**src/hw/rtl/vcu_pkg.sv**
```systemverilog
// ----------------------------------------------------------------------------
// vcu_pkg
// Shared types and constants of the vector clock unit.
// ----------------------------------------------------------------------------
package vcu_pkg;

    localparam int THREAD_ENTRIES = 8;
    localparam int LANE_PORTS     = 8;
    localparam int CLOCK_W        = 32;
    localparam int IDX_W          = $clog2(THREAD_ENTRIES);
    localparam int DIM_W          = $clog2(THREAD_ENTRIES + 1);
    localparam int OWNER_W        = 4;
    localparam int KIND_W         = 3;
    localparam int CFG_W          = 4;
    localparam int APB_ADDR_W     = 3;
    localparam int APB_DATA_W     = 32;

    localparam logic [CLOCK_W-1:0]    CLOCK_MAX  = '1;
    localparam logic [OWNER_W-1:0]    OWNER_NONE = '1;
    localparam logic [CFG_W-1:0]      ACTIVE_COUNT_RESET = CFG_W'(THREAD_ENTRIES);
    localparam logic [APB_ADDR_W-1:0] ADDR_ACTIVE_COUNT  = '0;

    typedef enum logic [KIND_W-1:0] {
        OP_CLEAR = 3'd0,
        OP_INIT  = 3'd1,
        OP_INCR  = 3'd2,
        OP_WRITE = 3'd3,
        OP_READ  = 3'd4,
        OP_LE    = 3'd5,
        OP_JOIN  = 3'd6,
        OP_COPY  = 3'd7
    } op_kind_t;

    typedef enum logic {
        ST_IDLE,
        ST_RUN
    } state_t;

endpackage

```
**src/hw/rtl/vector_clock_unit.sv**
```systemverilog
// ----------------------------------------------------------------------------
// vector_clock_unit
// One vector clock of a race detector: per-thread counters plus an owner.
//
// Usage: an item on the input channel (in_valid/in_ready) is one operation
// selected by kind. Each item gives exactly one result on the output channel
// (out_valid/out_ready). The user sets active_count through the APB port at
// offset 0 only while the block is idle; the block does not enforce this.
// Timing: the input is registered when taken, then a small sequencer drives a
// single 33-bit add/compare unit over the entries, one entry per cycle.
// Clear, join, copy and an accepted init take one step per entry below the
// dimension (active_count clamped to 1..8); increment, write, read,
// less-or-equal and a rejected init take one step. The block stays in its
// run state until an item's last step, and in_ready stays low meanwhile.
// The result register frees the sequencer: a new item is taken while the
// last result still waits. If the receiver stalls and a new result is ready,
// the final step holds without touching state until the output register
// drains.
// Reset: all counters zero, no owner, active_count = 8, output empty.
// ----------------------------------------------------------------------------
module vector_clock_unit
(
    input  logic                              clk,
    input  logic                              rst_n,
    input  logic                              psel,
    input  logic                              penable,
    input  logic                              pwrite,
    input  logic [vcu_pkg::APB_ADDR_W-1:0]    paddr,
    input  logic [vcu_pkg::APB_DATA_W-1:0]    pwdata,
    output logic [vcu_pkg::APB_DATA_W-1:0]    prdata,
    output logic                              pready,
    input  logic                              in_valid,
    output logic                              in_ready,
    input  logic [vcu_pkg::KIND_W-1:0]        kind,
    input  logic [2:0]                        entry_index,
    input  logic [vcu_pkg::CLOCK_W-1:0]       amount,
    input  logic signed [vcu_pkg::OWNER_W-1:0] other_owner,
    input  logic [vcu_pkg::CLOCK_W-1:0]       other_lane_0,
    input  logic [vcu_pkg::CLOCK_W-1:0]       other_lane_1,
    input  logic [vcu_pkg::CLOCK_W-1:0]       other_lane_2,
    input  logic [vcu_pkg::CLOCK_W-1:0]       other_lane_3,
    input  logic [vcu_pkg::CLOCK_W-1:0]       other_lane_4,
    input  logic [vcu_pkg::CLOCK_W-1:0]       other_lane_5,
    input  logic [vcu_pkg::CLOCK_W-1:0]       other_lane_6,
    input  logic [vcu_pkg::CLOCK_W-1:0]       other_lane_7,
    output logic                              out_valid,
    input  logic                              out_ready,
    output logic [vcu_pkg::CLOCK_W-1:0]       read_value,
    output logic                              is_ordered,
    output logic signed [vcu_pkg::OWNER_W-1:0] owner_now,
    output logic                              bad_request
);
    import vcu_pkg::*;

    state_t                   state_reg, state_next;
    logic [CFG_W-1:0]         active_count_reg;
    logic [DIM_W-1:0]         dim_eff;
    logic [DIM_W-1:0]         dim_reg;
    op_kind_t                 kind_reg;
    logic [2:0]               idx_reg;
    logic [CLOCK_W-1:0]       amount_reg;
    logic [OWNER_W-1:0]       in_owner_reg;
    logic [OWNER_W-1:0]       in_owner_next;
    logic [CLOCK_W-1:0]       lanes_reg [THREAD_ENTRIES];
    logic [CLOCK_W-1:0]       lane_in   [LANE_PORTS];
    logic [CLOCK_W-1:0]       clocks_reg [THREAD_ENTRIES];
    logic [OWNER_W-1:0]       owner_reg, owner_next;
    logic [IDX_W-1:0]         cnt_reg;

    logic                     out_valid_reg;
    logic [CLOCK_W-1:0]       read_value_reg;
    logic                     is_ordered_reg;
    logic [OWNER_W-1:0]       owner_now_reg;
    logic                     bad_request_reg;

    logic                     accept;
    logic                     cfg_write;
    logic                     step_go;
    logic                     last;
    logic                     bad;
    logic                     sweep;
    logic                     owner_none;
    logic                     idx_out;
    logic                     owner_out;
    logic [IDX_W-1:0]         addr;
    logic [CLOCK_W-1:0]       rd;
    logic [CLOCK_W-1:0]       lane_sel;
    logic                     wr_en;
    logic [CLOCK_W-1:0]       wr_data;
    logic [CLOCK_W-1:0]       res_read;
    logic                     res_ordered;

    logic [CLOCK_W-1:0]       alu_x, alu_y;
    logic                     alu_sub;
    logic [CLOCK_W:0]         alu_sum;
    logic                     alu_carry;

    assign lane_in[0] = other_lane_0;
    assign lane_in[1] = other_lane_1;
    assign lane_in[2] = other_lane_2;
    assign lane_in[3] = other_lane_3;
    assign lane_in[4] = other_lane_4;
    assign lane_in[5] = other_lane_5;
    assign lane_in[6] = other_lane_6;
    assign lane_in[7] = other_lane_7;

    // configuration port
    assign pready    = 1'b1;
    assign cfg_write = psel && penable && pwrite && (paddr == ADDR_ACTIVE_COUNT);
    assign prdata    = (paddr == ADDR_ACTIVE_COUNT) ?
                       APB_DATA_W'(active_count_reg) : '0;

    always_ff @(posedge clk or negedge rst_n)
    begin
        if (!rst_n)
        begin
            active_count_reg <= ACTIVE_COUNT_RESET;
        end
        else if (cfg_write)
        begin
            active_count_reg <= pwdata[CFG_W-1:0];
        end
    end

    // clamp dimension and resolve incoming owner
    always_comb
    begin
        if (active_count_reg == '0)
        begin
            dim_eff = DIM_W'(1);
        end
        else if (DIM_W'(active_count_reg) > DIM_W'(THREAD_ENTRIES))
        begin
            dim_eff = DIM_W'(THREAD_ENTRIES);
        end
        else
        begin
            dim_eff = DIM_W'(active_count_reg);
        end
        if (other_owner[OWNER_W-1] ||
            (int'(other_owner) >= THREAD_ENTRIES))
        begin
            in_owner_next = OWNER_NONE;
        end
        else
        begin
            in_owner_next = other_owner;
        end
    end

    // shared add / compare unit
    assign alu_sum   = {1'b0, alu_x} + {1'b0, (alu_sub ? ~alu_y : alu_y)}
                       + (CLOCK_W + 1)'(alu_sub);
    assign alu_carry = alu_sum[CLOCK_W];

    // next state
    always_comb
    begin
        state_next = state_reg;
        case (state_reg)
            ST_IDLE:
            begin
                if (in_valid)
                begin
                    state_next = ST_RUN;
                end
            end
            ST_RUN:
            begin
                if (step_go && last)
                begin
                    state_next = ST_IDLE;
                end
            end
            default:
            begin
                state_next = ST_IDLE;
            end
        endcase
    end

    // sequencer outputs
    always_comb
    begin
        in_ready    = (state_reg == ST_IDLE);
        owner_none  = owner_reg[OWNER_W-1];
        idx_out     = (DIM_W'(idx_reg) >= dim_reg);
        owner_out   = (DIM_W'(owner_reg[IDX_W-1:0]) >= dim_reg);
        sweep       = 1'b0;
        bad         = 1'b0;
        addr        = idx_reg[IDX_W-1:0];
        alu_x       = '0;
        alu_y       = '0;
        alu_sub     = 1'b0;
        wr_en       = 1'b0;
        wr_data     = '0;
        owner_next  = owner_reg;
        res_read    = '0;
        res_ordered = 1'b0;

        case (kind_reg)
            OP_CLEAR, OP_JOIN, OP_COPY:
            begin
                sweep = 1'b1;
                addr  = cnt_reg;
            end
            OP_INIT:
            begin
                bad   = idx_out;
                sweep = !idx_out;
                addr  = cnt_reg;
            end
            OP_INCR, OP_LE:
            begin
                addr = owner_reg[IDX_W-1:0];
            end
            default:
            begin
                addr = idx_reg[IDX_W-1:0];
            end
        endcase

        rd       = clocks_reg[addr];
        lane_sel = lanes_reg[addr];
        last     = !sweep || ((DIM_W'(cnt_reg) + DIM_W'(1)) == dim_reg);

        case (kind_reg)
            OP_CLEAR:
            begin
                wr_en      = 1'b1;
                owner_next = OWNER_NONE;
            end
            OP_INIT:
            begin
                wr_en   = !idx_out;
                wr_data = (cnt_reg == idx_reg[IDX_W-1:0]) ? CLOCK_W'(1) : '0;
                if (!idx_out)
                begin
                    owner_next = OWNER_W'(idx_reg);
                end
            end
            OP_INCR:
            begin
                bad     = owner_none || owner_out;
                alu_x   = rd;
                alu_y   = amount_reg;
                wr_en   = !bad;
                wr_data = alu_carry ? CLOCK_MAX : alu_sum[CLOCK_W-1:0];
            end
            OP_WRITE:
            begin
                bad     = idx_out;
                wr_en   = !idx_out;
                wr_data = amount_reg;
            end
            OP_READ:
            begin
                bad      = idx_out;
                res_read = idx_out ? '0 : rd;
            end
            OP_LE:
            begin
                bad         = !owner_none && owner_out;
                alu_x       = lane_sel;
                alu_y       = rd;
                alu_sub     = 1'b1;
                res_ordered = owner_none || (!owner_out && alu_carry);
            end
            OP_JOIN:
            begin
                alu_x   = lane_sel;
                alu_y   = rd;
                alu_sub = 1'b1;
                wr_en   = 1'b1;
                wr_data = alu_carry ? lane_sel : rd;
                if (owner_none)
                begin
                    owner_next = in_owner_reg;
                end
            end
            OP_COPY:
            begin
                wr_en      = 1'b1;
                wr_data    = lane_sel;
                owner_next = in_owner_reg;
            end
            default:
            begin
                wr_en = 1'b0;
            end
        endcase

        step_go = (state_reg == ST_RUN) && !(last && out_valid_reg && !out_ready);
    end

    assign accept = in_valid && in_ready;

    // control registers
    always_ff @(posedge clk or negedge rst_n)
    begin
        if (!rst_n)
        begin
            state_reg     <= ST_IDLE;
            cnt_reg       <= '0;
            owner_reg     <= OWNER_NONE;
            out_valid_reg <= 1'b0;
            for (int i = 0; i < THREAD_ENTRIES; i++)
            begin
                clocks_reg[i] <= '0;
            end
        end
        else
        begin
            state_reg <= state_next;
            if (accept)
            begin
                cnt_reg <= '0;
            end
            else if (step_go && !last)
            begin
                cnt_reg <= cnt_reg + IDX_W'(1);
            end
            if (step_go && wr_en)
            begin
                clocks_reg[addr] <= wr_data;
            end
            if (step_go && last)
            begin
                owner_reg     <= owner_next;
                out_valid_reg <= 1'b1;
            end
            else if (out_ready)
            begin
                out_valid_reg <= 1'b0;
            end
        end
    end

    // item and result payload
    always_ff @(posedge clk)
    begin
        if (accept)
        begin
            kind_reg     <= op_kind_t'(kind);
            idx_reg      <= entry_index;
            amount_reg   <= amount;
            in_owner_reg <= in_owner_next;
            dim_reg      <= dim_eff;
            for (int i = 0; i < THREAD_ENTRIES; i++)
            begin
                lanes_reg[i] <= lane_in[i];
            end
        end
        if (step_go && last)
        begin
            read_value_reg  <= res_read;
            is_ordered_reg  <= res_ordered;
            owner_now_reg   <= owner_next;
            bad_request_reg <= bad;
        end
    end

    assign out_valid   = out_valid_reg;
    assign read_value  = read_value_reg;
    assign is_ordered  = is_ordered_reg;
    assign owner_now   = owner_now_reg;
    assign bad_request = bad_request_reg;

    a_owner_encoding: assert property (@(posedge clk) disable iff (!rst_n)
        owner_reg[OWNER_W-1] |-> (owner_reg == OWNER_NONE))
        else $error("owner holds a negative code other than none");

    a_cnt_in_dim: assert property (@(posedge clk) disable iff (!rst_n)
        (state_reg == ST_RUN) |-> (DIM_W'(cnt_reg) < dim_reg))
        else $error("entry counter ran past the dimension");

    a_result_from_run: assert property (@(posedge clk) disable iff (!rst_n)
        $rose(out_valid_reg) |-> $past(state_reg == ST_RUN))
        else $error("result appeared without an item in progress");

    a_no_accept_busy: assert property (@(posedge clk) disable iff (!rst_n)
        (state_reg == ST_RUN) |-> !in_ready)
        else $error("input taken while an item is in progress");

endmodule
```
**config.mk**
```make
export PLATFORM = sky130hd
export DESIGN_NAME = vector_clock_unit
export DESIGN_NICKNAME = d
export VERILOG_FILES = /design/src/hw/rtl/vcu_pkg.sv /design/src/hw/rtl/vector_clock_unit.sv
export SDC_FILE = /design/constraint.sdc
export NUM_CORES = 1
export LEC_CHECK = 0
export BUFFER_PORTS_ARGS = -buffer_cell sky130_fd_sc_hd__buf_2
export CAP_MARGIN = 20
export CORE_MARGIN = 4
export CORE_UTILIZATION = 54
export CTS_BUF_LIST = sky130_fd_sc_hd__clkbuf_8
export CTS_CLUSTER_DIAMETER = 100
export CTS_CLUSTER_SIZE = 8
export DETAILED_ROUTE_END_ITERATION = 10
export GPL_ROUTABILITY_DRIVEN = 0
export PLACE_DENSITY = 0.79
export SLEW_MARGIN = 30
export SYNTH_ARGS = -nofsm -noshare
export SYNTH_HDL_FRONTEND = slang
export SYNTH_SLANG_ARGS = --single-unit
```
**constraint.sdc**
```tcl
create_clock -name clk -period 7.19 [get_ports clk]
set_input_delay 0.719 -clock clk [delete_from_list [all_inputs] [get_ports clk]]
set_output_delay 0.719 -clock clk [all_outputs]
set_load 0.02 [all_outputs]
```
==> results <==
- The flow ran to the end, and the final reports show no timing, DRC or antenna violations.
- The most common cell in the synthesized netlist is sky130_fd_sc_hd__edfxtp_1.
- The achievable clock frequency is 144 MHz.
- The critical path in this run is classified as flip-flop to flip-flop.
- In this run the clock root is driven by a sky130_fd_sc_hd__clkbuf_8.
- The worst slew margin relative to its limit is 0.362.
- The final-layout setup total negative slack is 0 ns.
- The kind of cell adding the most delay to the critical path is compound AO/OA/AOI/OAI gates.
- On the worst path, the slowest cell contributes a delay of 0.64 ns.
- In this run, synthesis inferred 340 flip-flops with an integrated enable.
- From synthesis to final layout, the design area changed by 17.5%.
- Pin placement for this block handled 413 I/O pins.
- The total global routing track utilization is 0.294.
- Subtracting the final worst setup slack from the clock period gives 6.94 ns.
- The required time at the endpoint of the critical path is 7.76 ns.
- The number of global-route vias before repair came to 22213.
- The layer flagged by global routing as most heavily used is met2.
- VDD sags by at most 0.195 mV.
- The number of sinks handled by clock tree synthesis is 609.
- By instance count, the cell type seen most on the critical path is sky130_fd_sc_hd__buf_4.
- Using the TritonRoute via totals, the vias-per-cell ratio works out to 6.37.
- The data arrival time of the critical path is 7.51 ns.
- Port buffering added 355 buffers.
- The met1 routing resource usage after global routing is 0.383.
- The number of antenna violations at the first check in global routing is 6.
- The share of synthesized area in the top cell type comes to 0.366.
- The share of the yosys chip area belonging to registers is 0.608.
- The fraction of synthesis flops using an asynchronous set or reset pin is 0.442.
- In this run, placement finished with an instance count of 3341.
- After clock tree synthesis, the clock-pin slew on the worst setup and hold paths is 0.07 ns.
- The number of hold buffers added after CTS was 0.
- The hold violation count in the final report came to 0.
- The detailed router finished its first iteration with 3005 violations.
- After legalization and detailed placement, the total HPWL measured 57800 microns.
- The net switching power is 6.10 mW.
- The worst setup skew after layout is 0.0541 ns.
- The total buffers and inverters traversed by the critical path is 7.
- The cell count after synthesis is 2319.
- The final number of max-transition violations is 0.
- TritonCTS built the clock tree.
- The post-route fraction of the period consumed by the critical path is 0.966.
- The number of DRC violations after detailed routing is 0.
- The worst setup path is captured at a flip-flop.
- In this run the worst path has a maximum fanout of 33.
- The element type at the critical path start is a flip-flop.
- Summed over all layers, the global routing overflow is 0.
- For this run, the detailed router's first-pass iteration total came to 9.
- The combinational fraction of design power is 0.476.
- The number of fill cells in the layout is 3763.
- The floorplan step set the die height to 235 microns.
- The cell area that synthesis handed to floorplanning was 27900 sq um.
- The global-route wire length before repair is 128000 microns.
- Summed over all cells, the static leakage comes to 14.3 nW.
- The number of endpoints failing setup at the final stage is 0.
- Leaving out filler cells and counting taps, the final layout contains 3495.
- During synthesis, Yosys emitted a total of 0 warnings.
- Yosys attributes the largest share of cell area to sky130_fd_sc_hd__edfxtp_1 37%, sky130_fd_sc_hd__dfrtp_1 24%, sky130_fd_sc_hd__mux2_2 6.2%, sky130_fd_sc_hd__o22ai_1 4.0%, sky130_fd_sc_hd__nor2_1 3.4%.
- The final-stage net count is 3143.
- The most used flip-flop cell after synthesis is sky130_fd_sc_hd__edfxtp_1.
- The commonest cells after synthesis are 340 x sky130_fd_sc_hd__edfxtp_1, 264 x sky130_fd_sc_hd__dfrtp_1, 253 x sky130_fd_sc_hd__nor2_1.
- The die covers 55300 sq um.
- The clock reaches the later pin of the worst-skew pair after 0.71 ns.
- Entering global routing, the biggest net connects 183 pins.
- The share of power burned in the clock network is 0.169.
- The worst-case clock buffer depth is 3.
- The part of the total power dissipated in sequential elements is 0.355.
- Of the total power, the share spent switching nets is 0.423.
- Setup repair after global routing left no endpoint under its margin.
- In this run the standard cell core region covers 50600 sq um.
- The layout cell share with drive strength beyond 1 is 0.289.
- The met2 routing resource usage after global routing is 0.465.
- At the pin with the least slew margin, the transition time is 0.957 ns.
- The register bit count reported by yosys is 609.
- The starting density of the core is 0.551.
- The largest total area in the synthesized netlist belongs to sky130_fd_sc_hd__edfxtp_1.
- The H-tree depth reported by CTS is 3.
- After detailed routing, the average wire length per cell comes to 24.2 microns.
- The TritonCTS buffer count is 86.
- The die is 235 microns wide.
- The post-route antenna net violation count is 0.
- After synthesis, the netlist uses 89 different library cells.
- The overall via count from detail_route is 22264.
- The tightest min-delay check is of the primary input to async pin type.
- The floorplan has 82 rows.
- The slowest stage of the critical path belongs to the cell sky130_fd_sc_hd__o31ai_1.
- The final routed wirelength across all metal layers is 84400 microns.
- The mean instance size in the synthesized netlist is 12.0 sq um.
- Cell internal power was estimated by the tool at 8.32 mW.
- The areal power density over the cells is 441 nW/um^2.
- The tool flagged a number of max-cap violations equal to 0.
- For met3 alone, demand over resource in global routing was 0.0847.
path summary, 6_finish.rpt:
kind                                          endpoint  cells past startpoint  slack [ns]                        start
max                         clocks_reg[85]$_DFFE_PN0P_                     26        0.25        kind_reg[2]$_DFFE_PP_
min                        clocks_reg[141]$_DFFE_PN0P_                      1        0.05                        rst_n
max reg2reg                 clocks_reg[85]$_DFFE_PN0P_                     26        0.25        kind_reg[2]$_DFFE_PP_
min reg2reg                clocks_reg[198]$_DFFE_PN0P_                      2        0.48  clocks_reg[198]$_DFFE_PN0P_
max in group asynchronous   clocks_reg[73]$_DFFE_PN0P_                      3        5.71                        rst_n
min in group clk            lanes_reg[7][17]$_DFFE_PP_                      1        0.19             other_lane_7[17]
layer usage:
metal | up-vias | part of all wire
li1 | 9701 | -
met1 | 10752 | 0.37
met2 | 1493 | 0.46
met3 | 316 | 0.12
met4 | 2 | 0.045
met5 | - | 0.000083
kinds of logic (layout without fill, tap and decap cells):
kind of cell / after synthesis / after routing / synth area share
AOI/OAI and AO/OA: 669 / 669 / 0.168
xor gates and xnor gates: 32 / 32 / 0.0101
adders and majority gates: 42 / 42 / 0.0191
buffers and inverters: 205 / 677 / 0.0329
DFF: 609 / 609 / 0.608
muxes: 164 / 164 / 0.0658
other: 2 / 34 / 0.000270
and+or+nand+nor: 596 / 596 / 0.0955
through the flow:
step	setup WS, ns	instance area (sq um)	utilization	total power [mW]	hold slack (ns)
after floorplan	0.530	28000	-	9.10	0.423
after global placement	0.323	31100	0.615	11.6	0.455
after detailed placement	0.194	31100	0.615	11.8	0.464
after CTS	0.193	32600	0.645	14.2	0.0549
after global routing	0.0183	32700	0.647	15.1	0.0753
final	0.245	32700	0.647	14.4	0.0508
cell type report:
cell class              instances  area, sq um  share of cell area
diodes                          5         12.5            0.000382
flip-flops and latches        609        16900               0.518
well taps                     672          841              0.0257
clock buffers                  87         1200              0.0366
multi-input cells            1532        10200               0.312
repair buffers                510         3170              0.0968
inverters                      22         86.3             0.00264
clock inverters                58          273             0.00833
what timing repair did:
item,CTS,global route
endpoints found under the hold margin,0,0
setup endpoints to repair,0,212
setup buffers,0,2
resized for setup,0,9
power by group through the flow:
stage	registers, mW	logic (mW)	clock network (mW)
after floorplan	5.19	3.91	0
after detailed placement	5.17	6.59	0
after global placement	5.11	6.44	0
after global routing	5.19	7.27	2.65
after CTS	5.11	6.62	2.50
final	5.12	6.87	2.44
layout by cell type (no fill, tap or decap), drive strengths merged, types with 10 or more instances in the layout:
cell,netlist,routed
a22o,61,61
nor2,253,253
or2,12,12
nand3,19,19
o211ai,11,11
and3,12,12
nor4,29,29
o31ai,67,67
nor3,48,48
a211oi,16,16
edfxtp,340,340
inv,21,74
nand2,161,161
conb,2,29
o21ai,84,84
clkbuf,112,87
dfrtp,264,264
buf,71,510
xnor2,21,21
a21oi,92,92
or3,13,13
mux2i,10,10
nand2b,10,10
mux2,154,154
xor2,11,11
a21o,38,38
ha,41,41
o22ai,179,179
o221ai,43,43
Note: power is estimated with default switching activity, not from simulation.
